File: src/rtl/core/sipuri_pkg.sv
// sipuri_pkg: types, phase codes and constants for the sip uri parser
// no dependencies
`timescale 1ns / 1ps
package sipuri_pkg;

  localparam int unsigned MaxUriLen = 1024;
  localparam int unsigned PosW      = 11;

  localparam logic [PosW-1:0] NoneMark = PosW'(MaxUriLen);

  typedef enum logic [3:0] {
    PH_SCHEME  = 4'd0,
    PH_TEL     = 4'd1,
    PH_HSTART  = 4'd2,
    PH_HNAME   = 4'd3,
    PH_BRACKET = 4'd4,
    PH_AFTERBR = 4'd5,
    PH_PORT    = 4'd6,
    PH_PARAMS  = 4'd7,
    PH_SEEKQ   = 4'd8,
    PH_HEADERS = 4'd9,
    PH_HERR    = 4'd10,
    PH_DEAD    = 4'd11
  } phase_t;

  typedef enum logic [1:0] {
    ST_OK = 2'd0, ST_BAD = 2'd1, ST_LONG = 2'd2
  } status_t;

  typedef enum logic [1:0] {
    SC_SIP = 2'd0, SC_SIPS = 2'd1, SC_TEL = 2'd2, SC_OTHER = 2'd3
  } scheme_t;

  typedef struct packed {
    logic [7:0] data_byte;
    logic       last_byte;
  } in_item_t;

  typedef struct packed {
    logic [1:0]  status;
    logic [1:0]  scheme;
    logic [9:0]  scheme_len;
    logic [10:0] user_start;
    logic [10:0] user_len;
    logic [10:0] host_start;
    logic [10:0] host_len;
    logic [15:0] port;
    logic [10:0] params_start;
    logic [10:0] params_len;
    logic [10:0] headers_start;
    logic [10:0] headers_len;
  } out_item_t;

  // parser state carried from byte to byte
  typedef struct packed {
    logic [PosW-1:0] pos;
    phase_t          phase;
    logic [31:0]     chars;
    logic [PosW-1:0] scheme_end;
    logic [PosW-1:0] last_at;
    logic            tail_seen;
    logic [PosW-1:0] host_begin;
    logic [PosW-1:0] host_finish;
    logic            in_br;
    logic [16:0]     port_acc;
    logic [2:0]      port_cnt;
    logic [PosW-1:0] params_begin;
    logic [PosW-1:0] query_begin;
    logic [1:0]      err;
  } pstate_t;

  function automatic logic is_port_stop(input logic [7:0] c);
    return c == 8'h3B || c == 8'h3F || c == 8'h20 || c == 8'h09;
  endfunction

  function automatic logic is_host_stop(input logic [7:0] c);
    return c == 8'h3A || is_port_stop(c);
  endfunction

  function automatic scheme_t scheme_code(input logic [PosW-1:0] se, input logic [31:0] ch);
    if (se == PosW'(3) && ch == 32'h0073_6970) return SC_SIP;
    if (se == PosW'(4) && ch == 32'h7369_7073) return SC_SIPS;
    if (se == PosW'(3) && ch == 32'h0074_656C) return SC_TEL;
    return SC_OTHER;
  endfunction

  function automatic logic port_ok(input pstate_t s);
    return s.port_cnt != 3'd0 && s.port_acc >= 17'd1 && s.port_acc <= 17'd65535;
  endfunction

  function automatic pstate_t reset_state();
    pstate_t s;
    s = '0;
    s.phase        = PH_SCHEME;
    s.scheme_end   = NoneMark;
    s.last_at      = NoneMark;
    s.host_begin   = NoneMark;
    s.params_begin = NoneMark;
    s.query_begin  = NoneMark;
    return s;
  endfunction

endpackage

File: src/rtl/core/sipuri_step.sv
// sipuri_step: combinational next state for one uri byte
// depends on sipuri_pkg
`timescale 1ns / 1ps
module sipuri_step
  import sipuri_pkg::*;
(
  input  pstate_t    cur,
  input  logic [7:0] c,
  output pstate_t    nxt
);

  logic            host_side;
  logic [PosW-1:0] p;
  logic [PosW-1:0] p1;
  logic [7:0]      lc;
  logic [20:0]     acc10;

  always_comb begin
    nxt       = cur;
    p         = cur.pos;
    p1        = cur.pos + PosW'(1);
    host_side = cur.phase >= PH_HSTART && cur.phase <= PH_HERR;
    lc        = (c >= 8'h41 && c <= 8'h5A) ? c + 8'd32 : c;
    acc10     = 21'(cur.port_acc) * 21'd10 + 21'(c - 8'h30);
    if (cur.err == 2'd2 || cur.pos >= PosW'(MaxUriLen)) begin
      nxt.err = 2'd2;
    end else begin
      nxt.pos = p1;
      if (host_side && !cur.tail_seen && c == 8'h40) begin
        nxt.last_at      = p;
        nxt.host_begin   = p1;
        nxt.host_finish  = '0;
        nxt.in_br        = 1'b0;
        nxt.port_acc     = '0;
        nxt.port_cnt     = '0;
        nxt.params_begin = NoneMark;
        nxt.query_begin  = NoneMark;
        if (cur.err == 2'd1) nxt.err = 2'd0;
        nxt.phase = PH_HSTART;
      end else begin
        case (cur.phase)
          PH_SCHEME: begin
            if (c == 8'h3A) begin
              if (p == '0) begin
                nxt.err   = 2'd1;
                nxt.phase = PH_DEAD;
              end else begin
                nxt.scheme_end = p;
                if (scheme_code(p, cur.chars) == SC_TEL) begin
                  nxt.phase = PH_TEL;
                end else begin
                  nxt.host_begin   = p1;
                  nxt.host_finish  = '0;
                  nxt.in_br        = 1'b0;
                  nxt.port_acc     = '0;
                  nxt.port_cnt     = '0;
                  nxt.params_begin = NoneMark;
                  nxt.query_begin  = NoneMark;
                  if (cur.err == 2'd1) nxt.err = 2'd0;
                  nxt.phase = PH_HSTART;
                end
              end
            end else if (p < PosW'(4)) begin
              nxt.chars = {cur.chars[23:0], lc};
            end
          end
          PH_TEL: begin
            if (c == 8'h3B || c == 8'h3F) begin
              if (p == cur.scheme_end + PosW'(1)) begin
                nxt.err   = 2'd1;
                nxt.phase = PH_DEAD;
              end else begin
                nxt.host_finish = p;
                if (c == 8'h3B) begin
                  nxt.params_begin = p1;
                  nxt.phase        = PH_PARAMS;
                end else begin
                  nxt.query_begin = p1;
                  nxt.phase       = PH_HEADERS;
                end
              end
            end
          end
          PH_HSTART: begin
            if (c == 8'h5B) begin
              nxt.in_br      = 1'b1;
              nxt.host_begin = p1;
              nxt.phase      = PH_BRACKET;
            end else if (is_host_stop(c)) begin
              nxt.err   = 2'd1;
              nxt.phase = PH_HERR;
            end else begin
              nxt.phase = PH_HNAME;
            end
          end
          PH_HNAME: begin
            if (is_host_stop(c)) begin
              nxt.host_finish = p;
              if (c == 8'h3A) nxt.phase = PH_PORT;
              else if (c == 8'h3B) begin
                nxt.params_begin = p1;
                nxt.phase        = PH_PARAMS;
              end else if (c == 8'h3F) begin
                nxt.query_begin = p1;
                nxt.phase       = PH_HEADERS;
              end else nxt.phase = PH_SEEKQ;
            end
          end
          PH_BRACKET: begin
            if (c == 8'h5D) begin
              if (p == cur.host_begin) begin
                nxt.err   = 2'd1;
                nxt.phase = PH_HERR;
              end else begin
                nxt.host_finish = p;
                nxt.phase       = PH_AFTERBR;
              end
            end
          end
          PH_AFTERBR: begin
            if (c == 8'h3A) nxt.phase = PH_PORT;
            else if (c == 8'h3B) begin
              nxt.params_begin = p1;
              nxt.phase        = PH_PARAMS;
            end else if (c == 8'h3F) begin
              nxt.query_begin = p1;
              nxt.phase       = PH_HEADERS;
            end else nxt.phase = PH_SEEKQ;
          end
          PH_PORT: begin
            if (c >= 8'h30 && c <= 8'h39) begin
              // accumulator saturates just above the legal range
              nxt.port_acc = (acc10 > 21'd65536) ? 17'd65536 : acc10[16:0];
              if (cur.port_cnt < 3'd7) nxt.port_cnt = cur.port_cnt + 3'd1;
            end else if (is_port_stop(c) && port_ok(cur)) begin
              if (c == 8'h3B) begin
                nxt.params_begin = p1;
                nxt.phase        = PH_PARAMS;
              end else if (c == 8'h3F) begin
                nxt.query_begin = p1;
                nxt.phase       = PH_HEADERS;
              end else nxt.phase = PH_SEEKQ;
            end else begin
              nxt.err   = 2'd1;
              nxt.phase = PH_HERR;
            end
          end
          PH_PARAMS, PH_SEEKQ: begin
            if (c == 8'h3F) begin
              nxt.query_begin = p1;
              nxt.phase       = PH_HEADERS;
            end
          end
          default: ;
        endcase
        if (host_side && (c == 8'h3B || c == 8'h3F)) nxt.tail_seen = 1'b1;
      end
    end
  end

endmodule

File: src/rtl/core/sipuri_finish.sv
// sipuri_finish: builds the result item from the final parser state
// depends on sipuri_pkg
`timescale 1ns / 1ps
module sipuri_finish
  import sipuri_pkg::*;
(
  input  pstate_t   s,
  output out_item_t res
);

  logic [1:0]      st;
  logic [PosW-1:0] e;
  logic [PosW-1:0] hf;
  logic [PosW-1:0] us;
  scheme_t         sc;

  always_comb begin
    e  = s.pos;
    hf = s.host_finish;
    st = 2'd0;
    if (s.err != 2'd0) st = s.err;
    else begin
      case (s.phase)
        PH_SCHEME, PH_HSTART, PH_BRACKET, PH_HERR, PH_DEAD: st = 2'd1;
        PH_TEL: begin
          if (e == s.scheme_end + PosW'(1)) st = 2'd1;
          else hf = e;
        end
        PH_HNAME: hf = e;
        PH_PORT:  st = port_ok(s) ? 2'd0 : 2'd1;
        default:  st = 2'd0;
      endcase
    end
    sc  = scheme_code(s.scheme_end, s.chars);
    us  = s.scheme_end + PosW'(1);
    res = '0;
    res.status        = st;
    res.user_start    = NoneMark;
    res.host_start    = NoneMark;
    res.params_start  = NoneMark;
    res.headers_start = NoneMark;
    if (st == ST_OK) begin
      res.scheme     = sc;
      res.scheme_len = s.scheme_end[9:0];
      if (sc == SC_TEL) begin
        res.user_start = us;
        res.user_len   = hf - us;
      end else begin
        if (s.last_at != NoneMark) begin
          res.user_start = us;
          res.user_len   = s.last_at - us;
        end
        res.host_start = s.host_begin;
        res.host_len   = hf - s.host_begin;
        if (s.phase >= PH_HSTART && s.port_cnt != 3'd0) res.port = s.port_acc[15:0];
      end
      if (s.params_begin != NoneMark) begin
        res.params_start = s.params_begin;
        res.params_len   = ((s.query_begin != NoneMark) ? s.query_begin - PosW'(1) : e)
                           - s.params_begin;
      end
      if (s.query_begin != NoneMark) begin
        res.headers_start = s.query_begin;
        res.headers_len   = e - s.query_begin;
      end
    end
  end

endmodule

File: src/rtl/core/sip_uri_parser_unit.sv
// sip_uri_parser_unit: top level of the sip uri slicer
// depends on sipuri_pkg, sipuri_step, sipuri_finish
`timescale 1ns / 1ps
// Takes one URI byte per transfer and gives one result transfer after the
// byte flagged last_byte. A byte updates the parser state register in the
// cycle it is accepted, and the last byte's result is loaded into the output
// register in the same cycle. A new byte is accepted every cycle while the
// output register is empty or being drained; a last byte is held off only
// while an untaken result still sits there.
module sip_uri_parser_unit
  import sipuri_pkg::*;
(
  input  logic      clk,
  input  logic      rst_n,
  input  logic      in_valid,
  output logic      in_stall,
  input  in_item_t  in_data,
  output logic      out_valid,
  input  logic      out_stall,
  output out_item_t out_data
);

  pstate_t   st_r, st_nxt, step_s;
  out_item_t res_s;
  out_item_t out_r;
  logic      ovld_r;
  logic      in_xfer;
  logic      out_free;

  sipuri_step u_step (.cur(st_r), .c(in_data.data_byte), .nxt(step_s));
  sipuri_finish u_finish (.s(step_s), .res(res_s));

  assign out_free = !ovld_r || !out_stall;
  assign in_stall = in_data.last_byte && !out_free;
  assign in_xfer  = in_valid && !in_stall;

  always_comb begin
    st_nxt = st_r;
    if (in_xfer) st_nxt = in_data.last_byte ? reset_state() : step_s;
  end

  always_ff @(posedge clk) begin
    if (!rst_n) begin
      st_r   <= reset_state();
      ovld_r <= 1'b0;
    end else begin
      st_r <= st_nxt;
      if (in_xfer && in_data.last_byte) ovld_r <= 1'b1;
      else if (!out_stall) ovld_r <= 1'b0;
    end
  end

  always_ff @(posedge clk) begin
    if (in_xfer && in_data.last_byte) out_r <= res_s;
  end

  assign out_valid = ovld_r;
  assign out_data  = out_r;

endmodule

File: config.mk
export PLATFORM = sky130hd
export DESIGN_NAME = sip_uri_parser_unit
export DESIGN_NICKNAME = d
export VERILOG_FILES = /design/src/rtl/core/sipuri_pkg.sv /design/src/rtl/core/sipuri_step.sv /design/src/rtl/core/sipuri_finish.sv /design/src/rtl/core/sip_uri_parser_unit.sv
export SDC_FILE = /design/constraint.sdc
export NUM_CORES = 1
export LEC_CHECK = 0
export BUFFER_PORTS_ARGS = -buffer_cell sky130_fd_sc_hd__buf_2
export CORE_UTILIZATION = 45
export CTS_CLUSTER_SIZE = 14
export DETAILED_ROUTE_END_ITERATION = 16
export GPL_ROUTABILITY_DRIVEN = 0
export GPL_TIMING_DRIVEN = 0
export RECOVER_POWER = 25
export SLEW_MARGIN = 20
export SYNTH_ARGS = -nofsm -noshare
export SYNTH_HDL_FRONTEND = slang
export SYNTH_SLANG_ARGS = --single-unit
File: constraint.sdc
create_clock -name clk -period 16.25 [get_ports clk]
set_input_delay 2.4375 -clock clk [delete_from_list [all_inputs] [get_ports clk]]
set_output_delay 2.4375 -clock clk [all_outputs]
set_load 0.03 [all_outputs]
==> flow_metrics.tcl <==
set metrics [dict create \
    start_util_pct 45.8 \
    boundaryPins 133 \
    power_density_nw_per_um2 72.9 \
    clk_latency_ns 0.59 \
    rows 74 \
    path_common_cell "a21o_1" \
    slowest_stage "a2111oi_0" \
    clkTransAtPathRegs_ns 0.06 \
    cp.depth 34 \
    fin_crit_sh_pct 71.2 \
    rsz0062_at_grt "no" \
    hold_viol 0 \
    cap_violations 1 \
    yosysWarnings 0 \
    ys_ff_latch 255 \
    wl_met2_mm 28.9 \
    maxUsedRoutingLayer "met4" \
    synth_flop_cell "dfxtp_1" \
    grt_usage_pct 30.4 \
    synthArstFlopShare_pct 0 \
    tightestPinTransition_ns 1.67 \
    fin_setup_tns_ns 0 \
    synth_fp_nets 2364 \
    grt_start_max_net_pins 87 \
    slew_headroom_pct -12.2 \
    clock_path_buffers 3 \
    wl_met3_mm 5.77 \
    drt_iter0_drc 1931 \
    synth.top_cell.area_share_pct 18.9 \
    cts_buffers 30 \
    dp_hpwl_mm 49.7 \
    grt_pass1_vias 17195 \
    htreeDepth 1 \
    drt-met1-wl_mm 27.5 \
    fillers 4006 \
    clock.fmax_ghz 0.0865 \
    die-width_um 206 \
    ys_seq_area_share_pct 33.6 \
    io_buffers 131 \
    vdd_ir_drop_max_mv 0.0584 \
    avgSynthCellArea_um2 8.41 \
    setup_viol 0 \
    synth_area_leaders "edfxtp_1 19%, dfxtp_1 15%, ha_1 7.7%, xnor2_1 4.4%, nor2_1 4.4%" \
    synth_edf_count 118 \
    final_common_cell "nor2_1" \
    core_region_area_um2 40900 \
    violations "max-capacitance violations, max-slew violations" \
    wirelength_mm 65.5 \
    seq_area_um2 6290 \
    grt_antenna_before_repair 0 \
    die-area_um2 42400 \
    grt_pass1_wl_mm 99.9 \
    synth_top_cell_by_area "edfxtp_1" \
    setup_ws_ns 4.69 \
    nets 2529 \
    cts_hold_buf 0 \
    min_path_cells 2 \
    pre_cts_ws_ns 4.44 \
    critPathMaxStageDelay_ns 0.80 \
    mostFrequentLayoutCells "221 x nor2_1, 203 x nand2_1, 193 x clkbuf_1" \
    antenna_cells 0 \
    grt-ovfl-total 0 \
    cts_sinks 255 \
    cp_top_family "compound AO/OA/AOI/OAI gates" \
    finalClockSkew_ns 0.0221 \
    status "finished with violations" \
    netlist_area_um2 18700 \
    vias 18299 \
    crit_required_ns 16.58 \
    drc 0 \
    crit_fanout 10 \
    multi_input_area_um2 11600 \
    drive_above_1_share_pct 7.12 \
    antenna_left 0 \
    drt-pass1-iter-count 6 \
    ctsResizeCount 0 \
    cts_tree "done" \
    worstHoldPathType "flop to flop" \
    worst-r2r-cell-count 34 \
    post-route-min-period_ns 11.56 \
    area_delta_synth_final_pct 12.1 \
    cts_setup_buffers 0 \
    vias_per_cell 6.21 \
    start_kind "input pin" \
    power_leakage_nw 7.79 \
    arrival_ns 11.89 \
    critical_path_buf_inv_count 5 \
    post_drt_wl_per_cell_um 22.2 \
    die_h_um 206 \
    yosysUniqueCellTypes 99 \
    crit_type "input pin to flop" \
    worstSetupEndpointType "flop" \
    syn_inst 2228 \
    cts-root-buf "clkbuf_16" \
    slew_viol_final 33 \
]
worst min-delay path, delay by kind of cell (launching register included):
family	cells	cell delay (ns)
flip-flops	1	0.33
AO/OA/AOI/OAI	1	0.07
AND/OR/NAND/NOR	1	0.05
Yosys cell counts (all sizes together), types with 9 or more instances:
library cell / instances
nand2b: 18
a221oi: 9
o2111ai: 9
or3: 15
clkbuf: 98
o21bai: 13
and3: 26
o21ai: 140
a22oi: 100
a211oi: 16
a21o: 31
nor2b: 96
nand2: 203
nand3: 54
o211ai: 13
nor3b: 14
a21boi: 17
o22ai: 11
inv: 74
edfxtp: 118
o21a: 13
xnor2: 95
or2: 10
nor3: 50
buf: 42
dfxtp: 137
a21oi: 130
nand4: 34
and2: 57
xor2: 41
a31oi: 17
o31ai: 11
mux2i: 22
and4: 11
nor2: 221
ha: 116
nor4: 29
stage by stage:
stage,power (mW),cell area [um2],cells,hold WS [ns],utilization [%]
floorplan,0.793,18700,2228,0.440,-
global placement,0.835,20100,2891,0.454,49.0
detailed placement,0.836,20100,2893,0.465,49.1
CTS,1.54,21100,2949,0.478,51.6
global route,1.57,21000,2949,0.494,51.3
finish,1.53,21000,2949,0.482,51.3
registers in the layout (all words and copies together), names as in the netlist:
name,count
out_valid,1
st_r,136
out_data,118
logic make-up after synthesis:
| family | after synthesis | share of synthesized area (%) |
|---|---|---|
| flip-flops | 255 | 33.6 |
| buffers and inverters | 216 | 4.76 |
| multiplexers | 26 | 1.42 |
| XOR/XNOR | 136 | 6.36 |
| adder cells (fa/ha/maj) | 123 | 8.50 |
| AO/OA/AOI/OAI | 592 | 21.3 |
| AND/OR/NAND/NOR | 880 | 24.2 |
path summary, 6_finish.rpt:
path / start / endpoint / slack (ns)
worst min register to register: st_r[12]$_SDFFE_PN1P_ / st_r[12]$_SDFFE_PN1P_ / 0.48
worst max register to register: st_r[126]$_SDFFE_PN0P_ / out_data[70]$_SDFFCE_PP0P_ / 5.61
worst max-delay path: in_data[5] / out_data[70]$_SDFFCE_PP0P_ / 4.69
worst min-delay path: st_r[12]$_SDFFE_PN1P_ / st_r[12]$_SDFFE_PN1P_ / 0.48
routing by layer:
layer / global-route usage, % / vias up
li1: - / 8441
met1: 40.7 / 8706
met2: 48.3 / 939
met3: 4.30 / 213
met4: 14.3 / 0
met5: 0 / -
cell type report:
cell class / instances / area share [%]
clock inverter: 19 / 1.04
sequential: 255 / 29.9
buffer: 140 / 2.89
tap: 532 / 3.17
clock buffer: 37 / 3.84
timing repair buffer: 133 / 2.73
multi-input combinational: 1757 / 55.0
inverter: 76 / 1.36
report_power, final:
part | internal (mW) | total (mW) | leakage, nW | switching [mW]
sequential | 0.681 | 0.686 | 2.23 | 0.00469
combinational | 0.0391 | 0.137 | 5.06 | 0.0977
clock | 0.417 | 0.708 | 0.501 | 0.291
total | 1.14 | 1.53 | 7.79 | 0.394
Note: power is estimated with default switching activity, not from simulation.
